--- config.mk ---
export PLATFORM = sky130hd
export DESIGN_NAME = column_window_max_filter_flat
export DESIGN_NICKNAME = d
export VERILOG_FILES = /design/src/sv/cwmf_pkg.sv /design/src/sv/cwmf_stream_if.sv /design/src/sv/cwmf_queue.sv /design/src/sv/cwmf_front.sv /design/src/sv/cwmf_back.sv /design/src/sv/column_window_max_filter.sv /design/src/flat_wrapper.sv
export SDC_FILE = /design/constraint.sdc
export NUM_CORES = 2
export LEC_CHECK = 0
export BUFFER_PORTS_ARGS = -buffer_cell sky130_fd_sc_hd__buf_4
export CAP_MARGIN = 20
export CORE_MARGIN = 5
export CORE_UTILIZATION = 30
export CTS_CLUSTER_SIZE = 24
export DETAILED_ROUTE_END_ITERATION = 8
export GPL_TIMING_DRIVEN = 0
export PLACE_DENSITY = 0.56
export SLEW_MARGIN = 20
export SYNTH_ARGS = -nofsm -noshare
export SYNTH_HDL_FRONTEND = slang
export SYNTH_HIERARCHICAL = 1
export SYNTH_SLANG_ARGS = --single-unit
--- constraint.sdc ---
create_clock -name clk -period 10.04 [get_ports clk]
set_clock_uncertainty 0.1 [all_clocks]
set_input_delay 1.506 -clock clk [delete_from_list [all_inputs] [get_ports clk]]
set_output_delay 1.506 -clock clk [all_outputs]
set_load 0.02 [all_outputs]
--- src/sv/cwmf_pkg.sv ---
// Shared constants, types and helpers of the column window max filter.
package cwmf_pkg;

	// Configuration port shape and register indexes
	localparam int CFG_IDX_W  = 2;
	localparam int CFG_DATA_W = 13;
	localparam logic [CFG_IDX_W-1:0] CFG_RADIUS_BEFORE = 2'd0;
	localparam logic [CFG_IDX_W-1:0] CFG_RADIUS_AFTER  = 2'd1;
	localparam logic [CFG_IDX_W-1:0] CFG_COLUMN_LENGTH = 2'd2;

	// Register field widths and reset values
	localparam int RADIUS_CFG_W = 5;
	localparam int LENGTH_CFG_W = 13;
	localparam logic [RADIUS_CFG_W-1:0] RADIUS_RESET = 5'd1;
	localparam logic [LENGTH_CFG_W-1:0] LENGTH_RESET = 13'd1024;

	// Most results one sample may release
	localparam int RUN_MAX = 32;
	localparam int RUN_W   = 6;

	// Entries of the job queue between front and back
	localparam int QUEUE_DEPTH = 4;

	// Control part of one job
	typedef struct packed {
		logic [RUN_W-1:0] count;   // results to produce
		logic             ending;  // sample closes its column
	} job_ctl_t;

	// Saturate a value at a limit
	function automatic logic [31:0] clamp_to(input logic [31:0] value, input logic [31:0] limit);
		clamp_to = (value > limit) ? limit : value;
	endfunction

endpackage

--- src/sv/cwmf_stream_if.sv ---
// Valid/ready stream interfaces for samples and results.
interface cwmf_in_if #(
	parameter int SAMPLE_BITS = 16
);
	logic                          valid;
	logic                          ready;
	logic signed [SAMPLE_BITS-1:0] sample;

	modport source (output valid, output sample, input ready);
	modport sink (input valid, input sample, output ready);
endinterface

interface cwmf_out_if #(
	parameter int SAMPLE_BITS = 16,
	parameter int ROW_W       = 12
);
	logic                          valid;
	logic                          ready;
	logic signed [SAMPLE_BITS-1:0] window_max;
	logic        [ROW_W-1:0]       out_row;
	logic                          column_end;
	logic                          run_last;

	modport source (output valid, output window_max, output out_row, output column_end,
		output run_last, input ready);
	modport sink (input valid, input window_max, input out_row, input column_end,
		input run_last, output ready);
endinterface

--- src/sv/cwmf_queue.sv ---
// Small first-in first-out job queue between front and back.
module cwmf_queue #(
	parameter int W = 8
) (
	input  logic         clk,
	input  logic         arst_n,
	input  logic         push,
	input  logic [W-1:0] wdata,
	output logic         full,
	input  logic         pop,
	output logic [W-1:0] rdata,
	output logic         empty
);
	localparam int PTR_W = $clog2(cwmf_pkg::QUEUE_DEPTH);
	localparam int CNT_W = PTR_W + 1;

	logic [W-1:0]     slot_q [cwmf_pkg::QUEUE_DEPTH];
	logic [PTR_W-1:0] wr_ptr_q;
	logic [PTR_W-1:0] rd_ptr_q;
	logic [CNT_W-1:0] fill_q;
	logic             do_push;
	logic             do_pop;

	assign full    = (fill_q == CNT_W'(cwmf_pkg::QUEUE_DEPTH));
	assign empty   = (fill_q == '0);
	assign do_push = push && !full;
	assign do_pop  = pop && !empty;
	assign rdata   = slot_q[rd_ptr_q];

	// Store the pushed job
	always_ff @(posedge clk) begin
		if (do_push) begin
			slot_q[wr_ptr_q] <= wdata;
		end
	end

	// Advance pointers and fill level
	always_ff @(posedge clk or negedge arst_n) begin
		if (!arst_n) begin
			wr_ptr_q <= '0;
			rd_ptr_q <= '0;
			fill_q   <= '0;
		end else begin
			if (do_push) begin
				wr_ptr_q <= wr_ptr_q + 1'b1;
			end
			if (do_pop) begin
				rd_ptr_q <= rd_ptr_q + 1'b1;
			end
			if (do_push && !do_pop) begin
				fill_q <= fill_q + 1'b1;
			end else if (do_pop && !do_push) begin
				fill_q <= fill_q - 1'b1;
			end
		end
	end

endmodule

--- src/sv/cwmf_front.sv ---
// Front end: accepts samples, tracks rows and works out the results each sample releases.
module cwmf_front #(
	parameter int SAMPLE_BITS = 16,
	parameter int ROW_W       = 12,
	parameter int RAD_W       = 5
) (
	input  logic                          clk,
	input  logic                          arst_n,
	cwmf_in_if.sink                       pixels,
	input  logic [RAD_W-1:0]              radius_after,
	input  logic [ROW_W-1:0]              last_row,
	input  logic                          queue_full,
	output logic                          push,
	output logic signed [SAMPLE_BITS-1:0] job_sample,
	output logic [ROW_W-1:0]              job_row,
	output logic [ROW_W-1:0]              job_first,
	output cwmf_pkg::job_ctl_t            job_ctl
);
	logic [ROW_W-1:0] row_q;
	logic [ROW_W-1:0] next_out_q;
	logic             ending;
	logic             due;
	logic [ROW_W-1:0] upto;
	logic             has_rows;
	logic [31:0]      span;
	logic [cwmf_pkg::RUN_W-1:0] count;

	assign pixels.ready = !queue_full;
	assign push         = pixels.valid && pixels.ready;

	// Classify the sample: how many pending rows become due
	always_comb begin
		ending   = (row_q >= last_row);
		due      = ending || (32'(row_q) >= 32'(radius_after));
		upto     = ending ? row_q : ROW_W'(32'(row_q) - 32'(radius_after));
		has_rows = due && (next_out_q <= upto);
		span     = 32'(upto) - 32'(next_out_q);
		if (!has_rows) begin
			count = '0;
		end else if (span >= 32'(cwmf_pkg::RUN_MAX - 1)) begin
			count = cwmf_pkg::RUN_W'(cwmf_pkg::RUN_MAX);
		end else begin
			count = cwmf_pkg::RUN_W'(span + 32'd1);
		end
	end

	assign job_sample     = pixels.sample;
	assign job_row        = row_q;
	assign job_first      = next_out_q;
	assign job_ctl.count  = count;
	assign job_ctl.ending = ending;

	// Advance row counter and first pending row
	always_ff @(posedge clk or negedge arst_n) begin
		if (!arst_n) begin
			row_q      <= '0;
			next_out_q <= '0;
		end else if (push) begin
			if (ending) begin
				row_q      <= '0;
				next_out_q <= '0;
			end else begin
				row_q      <= row_q + 1'b1;
				next_out_q <= next_out_q + ROW_W'(count);
			end
		end
	end

endmodule

--- src/sv/cwmf_back.sv ---
// Back end: stores samples and scans each window through the sample memory.
module cwmf_back #(
	parameter int SAMPLE_BITS = 16,
	parameter int ROW_W       = 12,
	parameter int RAD_W       = 5,
	parameter int AW          = 6
) (
	input  logic                          clk,
	input  logic                          arst_n,
	input  logic                          queue_empty,
	output logic                          pop,
	input  logic signed [SAMPLE_BITS-1:0] job_sample,
	input  logic [ROW_W-1:0]              job_row,
	input  logic [ROW_W-1:0]              job_first,
	input  cwmf_pkg::job_ctl_t            job_ctl,
	input  logic [RAD_W-1:0]              radius_before,
	input  logic [RAD_W-1:0]              radius_after,
	cwmf_out_if.source                    results
);
	localparam int DEPTH = 1 << AW;

	localparam logic [2:0] ST_IDLE  = 3'd0;
	localparam logic [2:0] ST_SETUP = 3'd1;
	localparam logic [2:0] ST_READ  = 3'd2;
	localparam logic [2:0] ST_DRAIN = 3'd3;
	localparam logic [2:0] ST_EMIT  = 3'd4;

	logic signed [SAMPLE_BITS-1:0] store_mem [DEPTH];

	logic [2:0]                 state_q;
	logic [ROW_W-1:0]           cur_q;
	logic [ROW_W-1:0]           row_q;
	logic [cwmf_pkg::RUN_W-1:0] left_q;
	logic                       ending_q;
	logic [ROW_W-1:0]           idx_q;
	logic [ROW_W-1:0]           end_q;
	logic                       first_q;

	logic                          vld_s1;
	logic                          first_s1;
	logic signed [SAMPLE_BITS-1:0] rdata_s1;
	logic signed [SAMPLE_BITS-1:0] acc_q;
	logic signed [SAMPLE_BITS-1:0] max_q;
	logic signed [SAMPLE_BITS-1:0] cand;

	logic [ROW_W-1:0] win_start;
	logic [ROW_W-1:0] win_end;
	logic [31:0]      end_raw;
	logic             wr_en;
	logic             last_issue;

	assign pop        = (state_q == ST_IDLE) && !queue_empty;
	assign wr_en      = pop;
	assign last_issue = (idx_q == end_q);

	// Window bounds of the current row, clamped to the column
	always_comb begin
		if (32'(row_q) >= 32'(radius_before)) begin
			win_start = ROW_W'(32'(row_q) - 32'(radius_before));
		end else begin
			win_start = '0;
		end
		end_raw = 32'(row_q) + 32'(radius_after);
		win_end = (end_raw > 32'(cur_q)) ? cur_q : ROW_W'(end_raw);
	end

	// Running maximum including the word just read
	assign cand = (first_s1 || (rdata_s1 > acc_q)) ? rdata_s1 : acc_q;

	// Write incoming samples and read window entries
	always_ff @(posedge clk) begin
		if (wr_en) begin
			store_mem[job_row[AW-1:0]] <= job_sample;
		end
		rdata_s1 <= store_mem[idx_q[AW-1:0]];
	end

	// Accumulate and hold the finished maximum
	always_ff @(posedge clk) begin
		if (vld_s1) begin
			acc_q <= cand;
		end
		if (state_q == ST_DRAIN) begin
			max_q <= cand;
		end
	end

	// Sequence rows of a job and windows of a row
	always_ff @(posedge clk or negedge arst_n) begin
		if (!arst_n) begin
			state_q  <= ST_IDLE;
			cur_q    <= '0;
			row_q    <= '0;
			left_q   <= '0;
			ending_q <= 1'b0;
			idx_q    <= '0;
			end_q    <= '0;
			first_q  <= 1'b0;
			vld_s1   <= 1'b0;
			first_s1 <= 1'b0;
		end else begin
			vld_s1   <= (state_q == ST_READ);
			first_s1 <= (state_q == ST_READ) && first_q;
			case (state_q)
				ST_IDLE: begin
					if (pop) begin
						cur_q    <= job_row;
						row_q    <= job_first;
						left_q   <= job_ctl.count;
						ending_q <= job_ctl.ending;
						if (job_ctl.count != '0) begin
							state_q <= ST_SETUP;
						end
					end
				end
				ST_SETUP: begin
					idx_q   <= win_start;
					end_q   <= win_end;
					first_q <= 1'b1;
					state_q <= ST_READ;
				end
				ST_READ: begin
					first_q <= 1'b0;
					idx_q   <= idx_q + 1'b1;
					if (last_issue) begin
						state_q <= ST_DRAIN;
					end
				end
				ST_DRAIN: begin
					state_q <= ST_EMIT;
				end
				ST_EMIT: begin
					if (results.ready) begin
						if (left_q == cwmf_pkg::RUN_W'(1)) begin
							state_q <= ST_IDLE;
						end else begin
							row_q   <= row_q + 1'b1;
							left_q  <= left_q - 1'b1;
							state_q <= ST_SETUP;
						end
					end
				end
				default: begin
					state_q <= ST_IDLE;
				end
			endcase
		end
	end

	// Drive the result beat
	assign results.valid      = (state_q == ST_EMIT);
	assign results.window_max = max_q;
	assign results.out_row    = row_q;
	assign results.column_end = ending_q && (row_q == cur_q);
	assign results.run_last   = (left_q == cwmf_pkg::RUN_W'(1));

endmodule

--- src/sv/column_window_max_filter.sv ---
// Top level of the column window max filter: configuration registers, front, queue and back.
// Samples of a column enter one per beat and are taken at one per cycle while the
// four-entry job queue has room; the front end only tracks row counters, so it runs ahead
// of the back end. The back end stores each sample when it takes the sample's job, and
// for each result it releases it sets up the clamped window, reads the window rows in turn
// through the single read port of the sample memory, drains the read and then holds the
// result beat until it is taken. A window covers up to radius_before + radius_after + 1
// rows. The sample memory holds the last 2*MAX_RADIUS+2 rows rounded up to a power of
// two and needs no clearing after reset.
module column_window_max_filter #(
	parameter int SAMPLE_BITS = 16,
	parameter int MAX_RADIUS  = 31,
	parameter int MAX_ROWS    = 4096
) (
	input  logic                           clk,
	input  logic                           arst_n,
	input  logic                           cfg_we,
	input  logic [cwmf_pkg::CFG_IDX_W-1:0]  cfg_index,
	input  logic [cwmf_pkg::CFG_DATA_W-1:0] cfg_wdata,
	cwmf_in_if.sink                        pixels,
	cwmf_out_if.source                     results
);
	localparam int ROW_W = $clog2(MAX_ROWS);
	localparam int RAD_W = $clog2(MAX_RADIUS + 1);
	localparam int AW    = $clog2(2 * MAX_RADIUS + 2);
	localparam int CTL_W = $bits(cwmf_pkg::job_ctl_t);
	localparam int JOB_W = SAMPLE_BITS + 2 * ROW_W + CTL_W;

	logic [cwmf_pkg::RADIUS_CFG_W-1:0] rb_cfg_q;
	logic [cwmf_pkg::RADIUS_CFG_W-1:0] ra_cfg_q;
	logic [cwmf_pkg::LENGTH_CFG_W-1:0] len_cfg_q;

	logic [RAD_W-1:0] radius_before;
	logic [RAD_W-1:0] radius_after;
	logic [ROW_W-1:0] last_row;
	logic [31:0]      len_ext;

	logic                          push;
	logic                          pop;
	logic                          queue_full;
	logic                          queue_empty;
	logic signed [SAMPLE_BITS-1:0] f_sample;
	logic [ROW_W-1:0]              f_row;
	logic [ROW_W-1:0]              f_first;
	cwmf_pkg::job_ctl_t            f_ctl;
	logic [JOB_W-1:0]              q_wdata;
	logic [JOB_W-1:0]              q_rdata;
	logic signed [SAMPLE_BITS-1:0] b_sample;
	logic [ROW_W-1:0]              b_row;
	logic [ROW_W-1:0]              b_first;
	cwmf_pkg::job_ctl_t            b_ctl;

	// Capture configuration writes
	always_ff @(posedge clk or negedge arst_n) begin
		if (!arst_n) begin
			rb_cfg_q  <= cwmf_pkg::RADIUS_RESET;
			ra_cfg_q  <= cwmf_pkg::RADIUS_RESET;
			len_cfg_q <= cwmf_pkg::LENGTH_RESET;
		end else if (cfg_we) begin
			case (cfg_index)
				cwmf_pkg::CFG_RADIUS_BEFORE: begin
					rb_cfg_q <= cfg_wdata[cwmf_pkg::RADIUS_CFG_W-1:0];
				end
				cwmf_pkg::CFG_RADIUS_AFTER: begin
					ra_cfg_q <= cfg_wdata[cwmf_pkg::RADIUS_CFG_W-1:0];
				end
				cwmf_pkg::CFG_COLUMN_LENGTH: begin
					len_cfg_q <= cfg_wdata[cwmf_pkg::LENGTH_CFG_W-1:0];
				end
				default: begin
				end
			endcase
		end
	end

	// Saturate radii and derive the last row of a column
	always_comb begin
		radius_before = RAD_W'(cwmf_pkg::clamp_to(32'(rb_cfg_q), 32'(MAX_RADIUS)));
		radius_after  = RAD_W'(cwmf_pkg::clamp_to(32'(ra_cfg_q), 32'(MAX_RADIUS)));
		len_ext       = cwmf_pkg::clamp_to(32'(len_cfg_q), 32'(MAX_ROWS));
		if (len_ext == 32'd0) begin
			last_row = '0;
		end else begin
			last_row = ROW_W'(len_ext - 32'd1);
		end
	end

	cwmf_front #(
		.SAMPLE_BITS (SAMPLE_BITS),
		.ROW_W       (ROW_W),
		.RAD_W       (RAD_W)
	) u_front (
		.clk          (clk),
		.arst_n       (arst_n),
		.pixels       (pixels),
		.radius_after (radius_after),
		.last_row     (last_row),
		.queue_full   (queue_full),
		.push         (push),
		.job_sample   (f_sample),
		.job_row      (f_row),
		.job_first    (f_first),
		.job_ctl      (f_ctl)
	);

	// Pack and unpack jobs around the queue
	assign q_wdata = {f_sample, f_row, f_first, f_ctl};
	assign {b_sample, b_row, b_first, b_ctl} = q_rdata;

	cwmf_queue #(
		.W (JOB_W)
	) u_queue (
		.clk    (clk),
		.arst_n (arst_n),
		.push   (push),
		.wdata  (q_wdata),
		.full   (queue_full),
		.pop    (pop),
		.rdata  (q_rdata),
		.empty  (queue_empty)
	);

	cwmf_back #(
		.SAMPLE_BITS (SAMPLE_BITS),
		.ROW_W       (ROW_W),
		.RAD_W       (RAD_W),
		.AW          (AW)
	) u_back (
		.clk           (clk),
		.arst_n        (arst_n),
		.queue_empty   (queue_empty),
		.pop           (pop),
		.job_sample    (b_sample),
		.job_row       (b_row),
		.job_first     (b_first),
		.job_ctl       (b_ctl),
		.radius_before (radius_before),
		.radius_after  (radius_after),
		.results       (results)
	);

endmodule
--- src/flat_wrapper.sv ---
// flat-port wrapper written by rule: the top's interface ports become plain ports
module column_window_max_filter_flat 
#(
	parameter int SAMPLE_BITS = 16,
	parameter int MAX_RADIUS  = 31,
	parameter int MAX_ROWS    = 4096
)
  (clk, arst_n, cfg_we, cfg_index, cfg_wdata, pixels_valid, pixels_sample, pixels_ready, results_valid, results_window_max, results_out_row, results_column_end, results_run_last, results_ready);
  cwmf_in_if #(.SAMPLE_BITS(SAMPLE_BITS)) pixels_i ();
  cwmf_out_if #(.SAMPLE_BITS(SAMPLE_BITS)) results_i ();
  input  logic clk;
  input  logic arst_n;
  input  logic cfg_we;
  input  logic [cwmf_pkg::CFG_IDX_W-1:0] cfg_index;
  input  logic [cwmf_pkg::CFG_DATA_W-1:0] cfg_wdata;
  input wire logic [$bits(pixels_i.valid)-1:0] pixels_valid;
  input wire logic [$bits(pixels_i.sample)-1:0] pixels_sample;
  output wire logic [$bits(pixels_i.ready)-1:0] pixels_ready;
  output wire logic [$bits(results_i.valid)-1:0] results_valid;
  output wire logic [$bits(results_i.window_max)-1:0] results_window_max;
  output wire logic [$bits(results_i.out_row)-1:0] results_out_row;
  output wire logic [$bits(results_i.column_end)-1:0] results_column_end;
  output wire logic [$bits(results_i.run_last)-1:0] results_run_last;
  input wire logic [$bits(results_i.ready)-1:0] results_ready;
  assign pixels_i.valid = pixels_valid;
  assign pixels_i.sample = pixels_sample;
  assign pixels_ready = pixels_i.ready;
  assign results_valid = results_i.valid;
  assign results_window_max = results_i.window_max;
  assign results_out_row = results_i.out_row;
  assign results_column_end = results_i.column_end;
  assign results_run_last = results_i.run_last;
  assign results_i.ready = results_ready;
  column_window_max_filter #(.SAMPLE_BITS(SAMPLE_BITS), .MAX_RADIUS(MAX_RADIUS), .MAX_ROWS(MAX_ROWS)) u_core (.clk(clk), .arst_n(arst_n), .cfg_we(cfg_we), .cfg_index(cfg_index), .cfg_wdata(cfg_wdata), .pixels(pixels_i), .results(results_i));
endmodule
# --- Word level (Yosys, flattened, before mapping) ---
# Memory sizes are Yosys's and may differ from the RTL's. A register that Yosys moved wholly into a read port is not among the register bits.
# Index checks and enable logic that the tools add are counted.
totals:
  mem_count: 2
  out_inout_bits: 32
  regBits: 147
  mem_bits_rw: 1212
classes:
  magnitude_cmp: 8
  add_sub_neg: 15
  n_eq_ne: 15
  reduce_logical: 29
  n_mux: 32
mem_list:
  columns: ["memory", "depth", "word_bits", "read_ports", "rd_ports_with_merged_regs", "wr", "line", "text"]
  rows:
  - ["u_core.u_back.store_mem", 64, 16, 1, 1, 1, "cwmf_back.sv:28", "logic signed [SAMPLE_BITS-1:0] store_mem [DEPTH];"]
  - ["u_core.u_queue.slot_q", 4, 47, 1, 0, 1, "cwmf_queue.sv:17", "logic [W-1:0] slot_q [cwmf_pkg::QUEUE_DEPTH];"]
op_table:
  columns: ["cell", "n"]
  rows:
  - ["two-way mux 12 bit", 9]
  - ["one-hot mux 12 bit (2 select lines)", 2]
  - ["adder 12 x 1 -> 12 bit, second input constant", 3]
  - [">= comparator 32 x 5 -> 1 bit, second input constant", 1]
  - ["zero test 32 bit", 1]
  - ["two-way mux 6 bit", 5]
  - ["== test 12 bit", 2]
  - [">= comparator 12 x 5 -> 1 bit", 2]
  - ["subtractor 12 x 5 -> 12 bit", 2]
  - ["two-way mux 3 bit", 6]
  - ["> comparator 16 bit", 1]
  - ["two-way mux 16 bit", 1]
  - ["one-hot mux 3 bit (5 select lines)", 1]
  - ["adder 12 x 5 -> 13 bit", 1]
  - ["> comparator 13 x 12 -> 1 bit", 1]
  - ["> comparator 13 bit, second input constant", 1]
  - ["two-way mux 13 bit", 1]
  - ["subtractor 12 x 12 -> 13 bit", 1]
  - ["adder 12 x 6 -> 12 bit", 1]
  - [">= comparator 12 bit", 1]
  - ["<= comparator 12 bit", 1]
  - ["one-hot mux 6 bit (2 select lines)", 1]
  - ["subtractor 12 x 1 -> 12 bit, second input constant", 1]
  - ["logical AND 1 bit", 9]
  - ["other kinds (23)", 44]

# --- Logic depth before layout (Yosys ltp) ---
logic_depth:
  depth_word: 12
  mapped_depth: 35
  mapped_depth_nobuf: 33

# --- Modules after synthesis ---
# The synthesis kept the hierarchy.
modules_own_cells:
  columns: ["module", "area_per_inst_um2", "seq_area_each_um2", "n_inst", "cells_each"]
  rows:
  - ["cwmf_back", 46253.1, 33557.2, 1, 2410]
  - ["cwmf_queue", 7223.2, 5820.6, 1, 282]
  - ["cwmf_front", 3054.2, 600.6, 1, 379]
  - ["column_window_max_filter", 1266.2, 579.3, 1, 114]

# --- Least setup slack after synthesis ---
# Ideal clock, no wire load.
synth_path:
  kind: "reg2reg"
  startpoint: "reg u_core/len_cfg_q[4] (netlist bit)"
  endpoint: "reg u_core.u_front.next_out_q[8] (netlist: u_core/u_front/job_first[8])"
  synth_period_minus_slack_ns: 7.077
  t_arrival_ns: 6.890
  path_slack_ns: 2.963
  path_stages_with_launch: 32
  n_path_buf: 2
  path_cell_list: "dfrtp_1 or4_4 or4b_1 nand2_1 a21oi_1 inv_1 ha_1 a21o_1 a221oi_2 o21ai_2 a21oi_4 inv_2 buf_2 buf_2 a21oi_1 ha_1 inv_1 fa_1 a211oi_1 o21ai_1 a21oi_1 nand2_1 o311a_2 nor4_1 ha_1 fa_1 a21o_1 a21oi_1 o21bai_1 a21oi_1 or4b_1 o211ai_1"
synth_rtl:
  columns: ["element", "line", "text"]
  rows:
  - ["from (decl)", "column_window_max_filter.sv:31", "logic [cwmf_pkg::LENGTH_CFG_W-1:0] len_cfg_q;"]
  - ["from (signal assigned)", "column_window_max_filter.sv:58", "len_cfg_q <= cwmf_pkg::LENGTH_RESET;"]
  - ["from (signal assigned)", "column_window_max_filter.sv:68", "len_cfg_q <= cfg_wdata[cwmf_pkg::LENGTH_CFG_W-1:0];"]
  - ["to (signal assigned)", "cwmf_front.sv:64", "next_out_q <= next_out_q + ROW_W'(count);"]
  - ["to (decl)", "cwmf_front.sv:20", "logic [ROW_W-1:0] next_out_q;"]

==> reports/qor.csv <==
stage,metric,value,unit
clock_network,setup bufs post-CTS,0,
synthesis,Post-Syn Instances,3185,
placement,IO Port Bufs,51,
synthesis,Post-synth EDFFs,1244,
power_and_ir_drop,PnR Total Power,22300,uW
global_route,first-pass GRT wire length,224,mm
power_and_ir_drop,PwrDens,333,mW/mm^2
route,drc violations,0,
power_and_ir_drop,Leakage,0.0218,uW
power_and_ir_drop,NetSw,8340,uW
global_route,largest net degree at the start of global routing,65,
worst_setup_path,CP Class,reg -> reg,
clock_network,"Hold-fix buffers, CTS",0,
min_path,type of the worst min-delay path,reg -> reg,
route,DRT Wirelength,152,mm
final_layout,Layout Nets,3576,
placement,Final HPWL DP,104,mm
floorplan,row cnt,161,
final_layout,most frequent cells in the layout,"1244 x edfxtp_1, 333 x mux4_2, 140 x clkbuf_16",
timing,Slew @ Worst Pin,1.08,ns
flow_run,max cap viols,0,
floorplan,die area,0.202,mm^2
route,via count,31366,
worst_setup_path,CP peak stage delay,0.77,ns
power_and_ir_drop,Gate power share,39.7,%
synthesis,cell area after synthesis,0.0578,mm^2
route,routed length per instance,25.0,um
floorplan,DIE WIDTH,449,um
global_route,total gr overflow,0,
floorplan,Starting Density,30.1,%
synthesis,Netlist cell types,93,
synthesis,"flops & latches, synth",1375,
power_and_ir_drop,Flop pwr share,37.5,%
timing,RSZ-0062 raised after global routing,no,
worst_setup_path,Critical Path RT,10.63,ns
power_and_ir_drop,part of the power in the clock network,22.8,%
worst_setup_path,crit path capture type,flip-flop,
clock_network,CTS tree,built,
final_layout,layout overhead on the synthesized area,16.0,%
worst_setup_path,worst-path fanout max,10,
synthesis,"Net Count, Synth",3313,
worst_setup_path,Critical-path top delay cell,nor4_1,
clock_network,Clock Path Buffers,3,
final_layout,"commonest non-fill, non-tap cell in the layout",edfxtp_1,
power_and_ir_drop,Int Pwr,14000,uW
synthesis,"FFs w/ async S/R, synth",8.36,%
synthesis,YS warnings,6,
final_layout,filler instances,18120,
timing,final setup TNS,0,ns
final_layout,share of layout cells above drive strength 1,24.4,%
clock_network,clk sinks,1375,
timing,fmax,110,MHz
floorplan,io pins,68,
global_route,All-Layer GR Usage,14.9,%
clock_network,Root Buffer Master,clkbuf_16,
worst_setup_path,"Arr. time, crit path",9.72,ns
timing,crit path time final,9.13,ns
route,TritonRoute pass-1 iters,5,
floorplan,area of the core,0.192,mm^2
route,number of routed nets with antenna violations,0,
timing,max-slew violations,0,
synthesis,syn avg cell area,18.1,um^2
clock_network,Worst-Skew Late Latency,0.77,ns
global_route,number of global-route vias before repair,31329,
status,status,"finished, final reports clean",
timing,Hold Fails Final Rpt,0,
timing,Rel. slew slack,27.3,%
route,via/cell ratio,5.15,
synthesis,post-synthesis sequential area ratio,70.2,%
power_and_ir_drop,switching share of power,37.4,%
clock_network,CTS Buf Count,139,
clock_network,cts repair resizes,0,
timing,setup violators final,0,
worst_setup_path,Worst setup SP type,flip-flop,
floorplan,Die Height,449,um
timing,Final period util,90.9,%
placement,Final GP Congestion,0.854,
synthesis,Synth Flop Type,edfxtp_1,
clock_network,htree depth,4,
global_route,initial antenna violation count,7,
route,Iter 0 DRT Violations,3030,
power_and_ir_drop,VDD IR max,0.263,mV
clock_network,clk slew on worst S/H paths,0.07,ns
[critical path, delay by kind of cell, from the launching register on]
family | cells | cell delay, ns
compound gates | 12 | 2.83
simple gates | 8 | 2.82
fa+ha+maj | 6 | 1.68
flops | 1 | 0.33
buf+inv | 7 | 1.29
[registers in the layout (all words and copies together), names as in the netlist, 13 cells and up]
signal / cells
u_core/u_queue/slot_q: 188
u_core/u_back/results.window_max: 16
u_core/len_cfg_q: 13
u_core/u_back/store_mem: 1024
u_core/u_back/acc_q: 16
u_core/u_back/rdata_s1: 16
[metal layers]
metal	GRT usage [%]	up-vias	part of all wire, %
li1	-	13454	-
met1	20.7	16614	43
met2	24.4	1094	49
met3	2.71	202	6.4
met4	3.56	2	2.2
met5	0	-	0.0085
[kinds of logic after synthesis]
group	synth area share, %
buffers and inverters	2.33
AO/OA/AOI/OAI	4.56
XOR/XNOR	1.09
adder cells (fa/ha/maj)	2.07
flip-flops	70.2
AND/OR/NAND/NOR	5.25
multiplexers	14.5
[synthesized netlist by cell type, drive strengths merged (38+ instances only)]
| master | number | area, um^2 |
|---|---|---|
| nand2 | 120 | 450 |
| ha | 86 | 1080 |
| inv | 102 | 383 |
| xnor2 | 41 | 359 |
| a21oi | 80 | 412 |
| dfrtp | 112 | 2800 |
| clkbuf | 87 | 328 |
| mux4 | 351 | 7910 |
| nor3 | 39 | 195 |
| edfxtp | 1244 | 37400 |
| nor2 | 139 | 522 |
| nand3 | 38 | 190 |
| o21ai | 93 | 469 |
| buf | 103 | 636 |
[power by group through the flow]
stage,registers [uW],logic [uW],clock network [uW]
finish,8360,8860,5080
detailed placement,8470,8880,0
global placement,8510,8570,0
floorplan,8330,5490,0
global route,8420,9530,5490
CTS,8360,8910,5210
[through the flow]
step,utilization (%),instances,setup slack (ns),instance area (um^2),hold WS [ns]
3_3_place_gp,31.9,5762,1.08,61300,0.368
5_1_grt,34.9,6082,0.217,67000,0.410
4_1_cts,34.9,6082,0.906,67000,0.382
6_report,34.9,6086,0.910,67100,0.384
2_1_floorplan,-,3185,2.96,57800,0.339
3_5_place_dp,32.6,5833,0.889,62600,0.372
[worst paths after layout]
kind / start / to / slack [ns] / cells after the start
setup / recovery: u_core/len_cfg_q[12] / u_core/u_front/job_first[8] / 0.91 / 33
hold / removal: u_core/u_queue/fill_q[2] / u_core/u_queue/fill_q[2] / 0.38 / 1
setup reg to reg: u_core/len_cfg_q[12] / u_core/u_front/job_first[8] / 0.91 / 33
hold reg to reg: u_core/u_queue/fill_q[2] / u_core/u_queue/fill_q[2] / 0.38 / 1
max in group asynchronous: arst_n / u_core/u_back/idx_q[5] / 8.52 / 3
min in group asynchronous: arst_n / u_core/u_front/job_row[10] / 0.46 / 1
[area by class of cell]
type / instances / area [um^2] / area share, %
Antenna cell: 4 / 10.0 / 0.0149
Buffer: 190 / 968 / 1.44
Clock buffer: 185 / 3720 / 5.55
Clock inverter: 64 / 693 / 1.03
Inverter: 102 / 383 / 0.571
Multi-Input combinational cell: 1518 / 16200 / 24.1
Sequential cell: 1375 / 40600 / 60.5
Tap cell: 2526 / 3160 / 4.71
Timing Repair Buffer: 122 / 1380 / 2.06
Note: power is estimated with default switching activity, not from simulation.
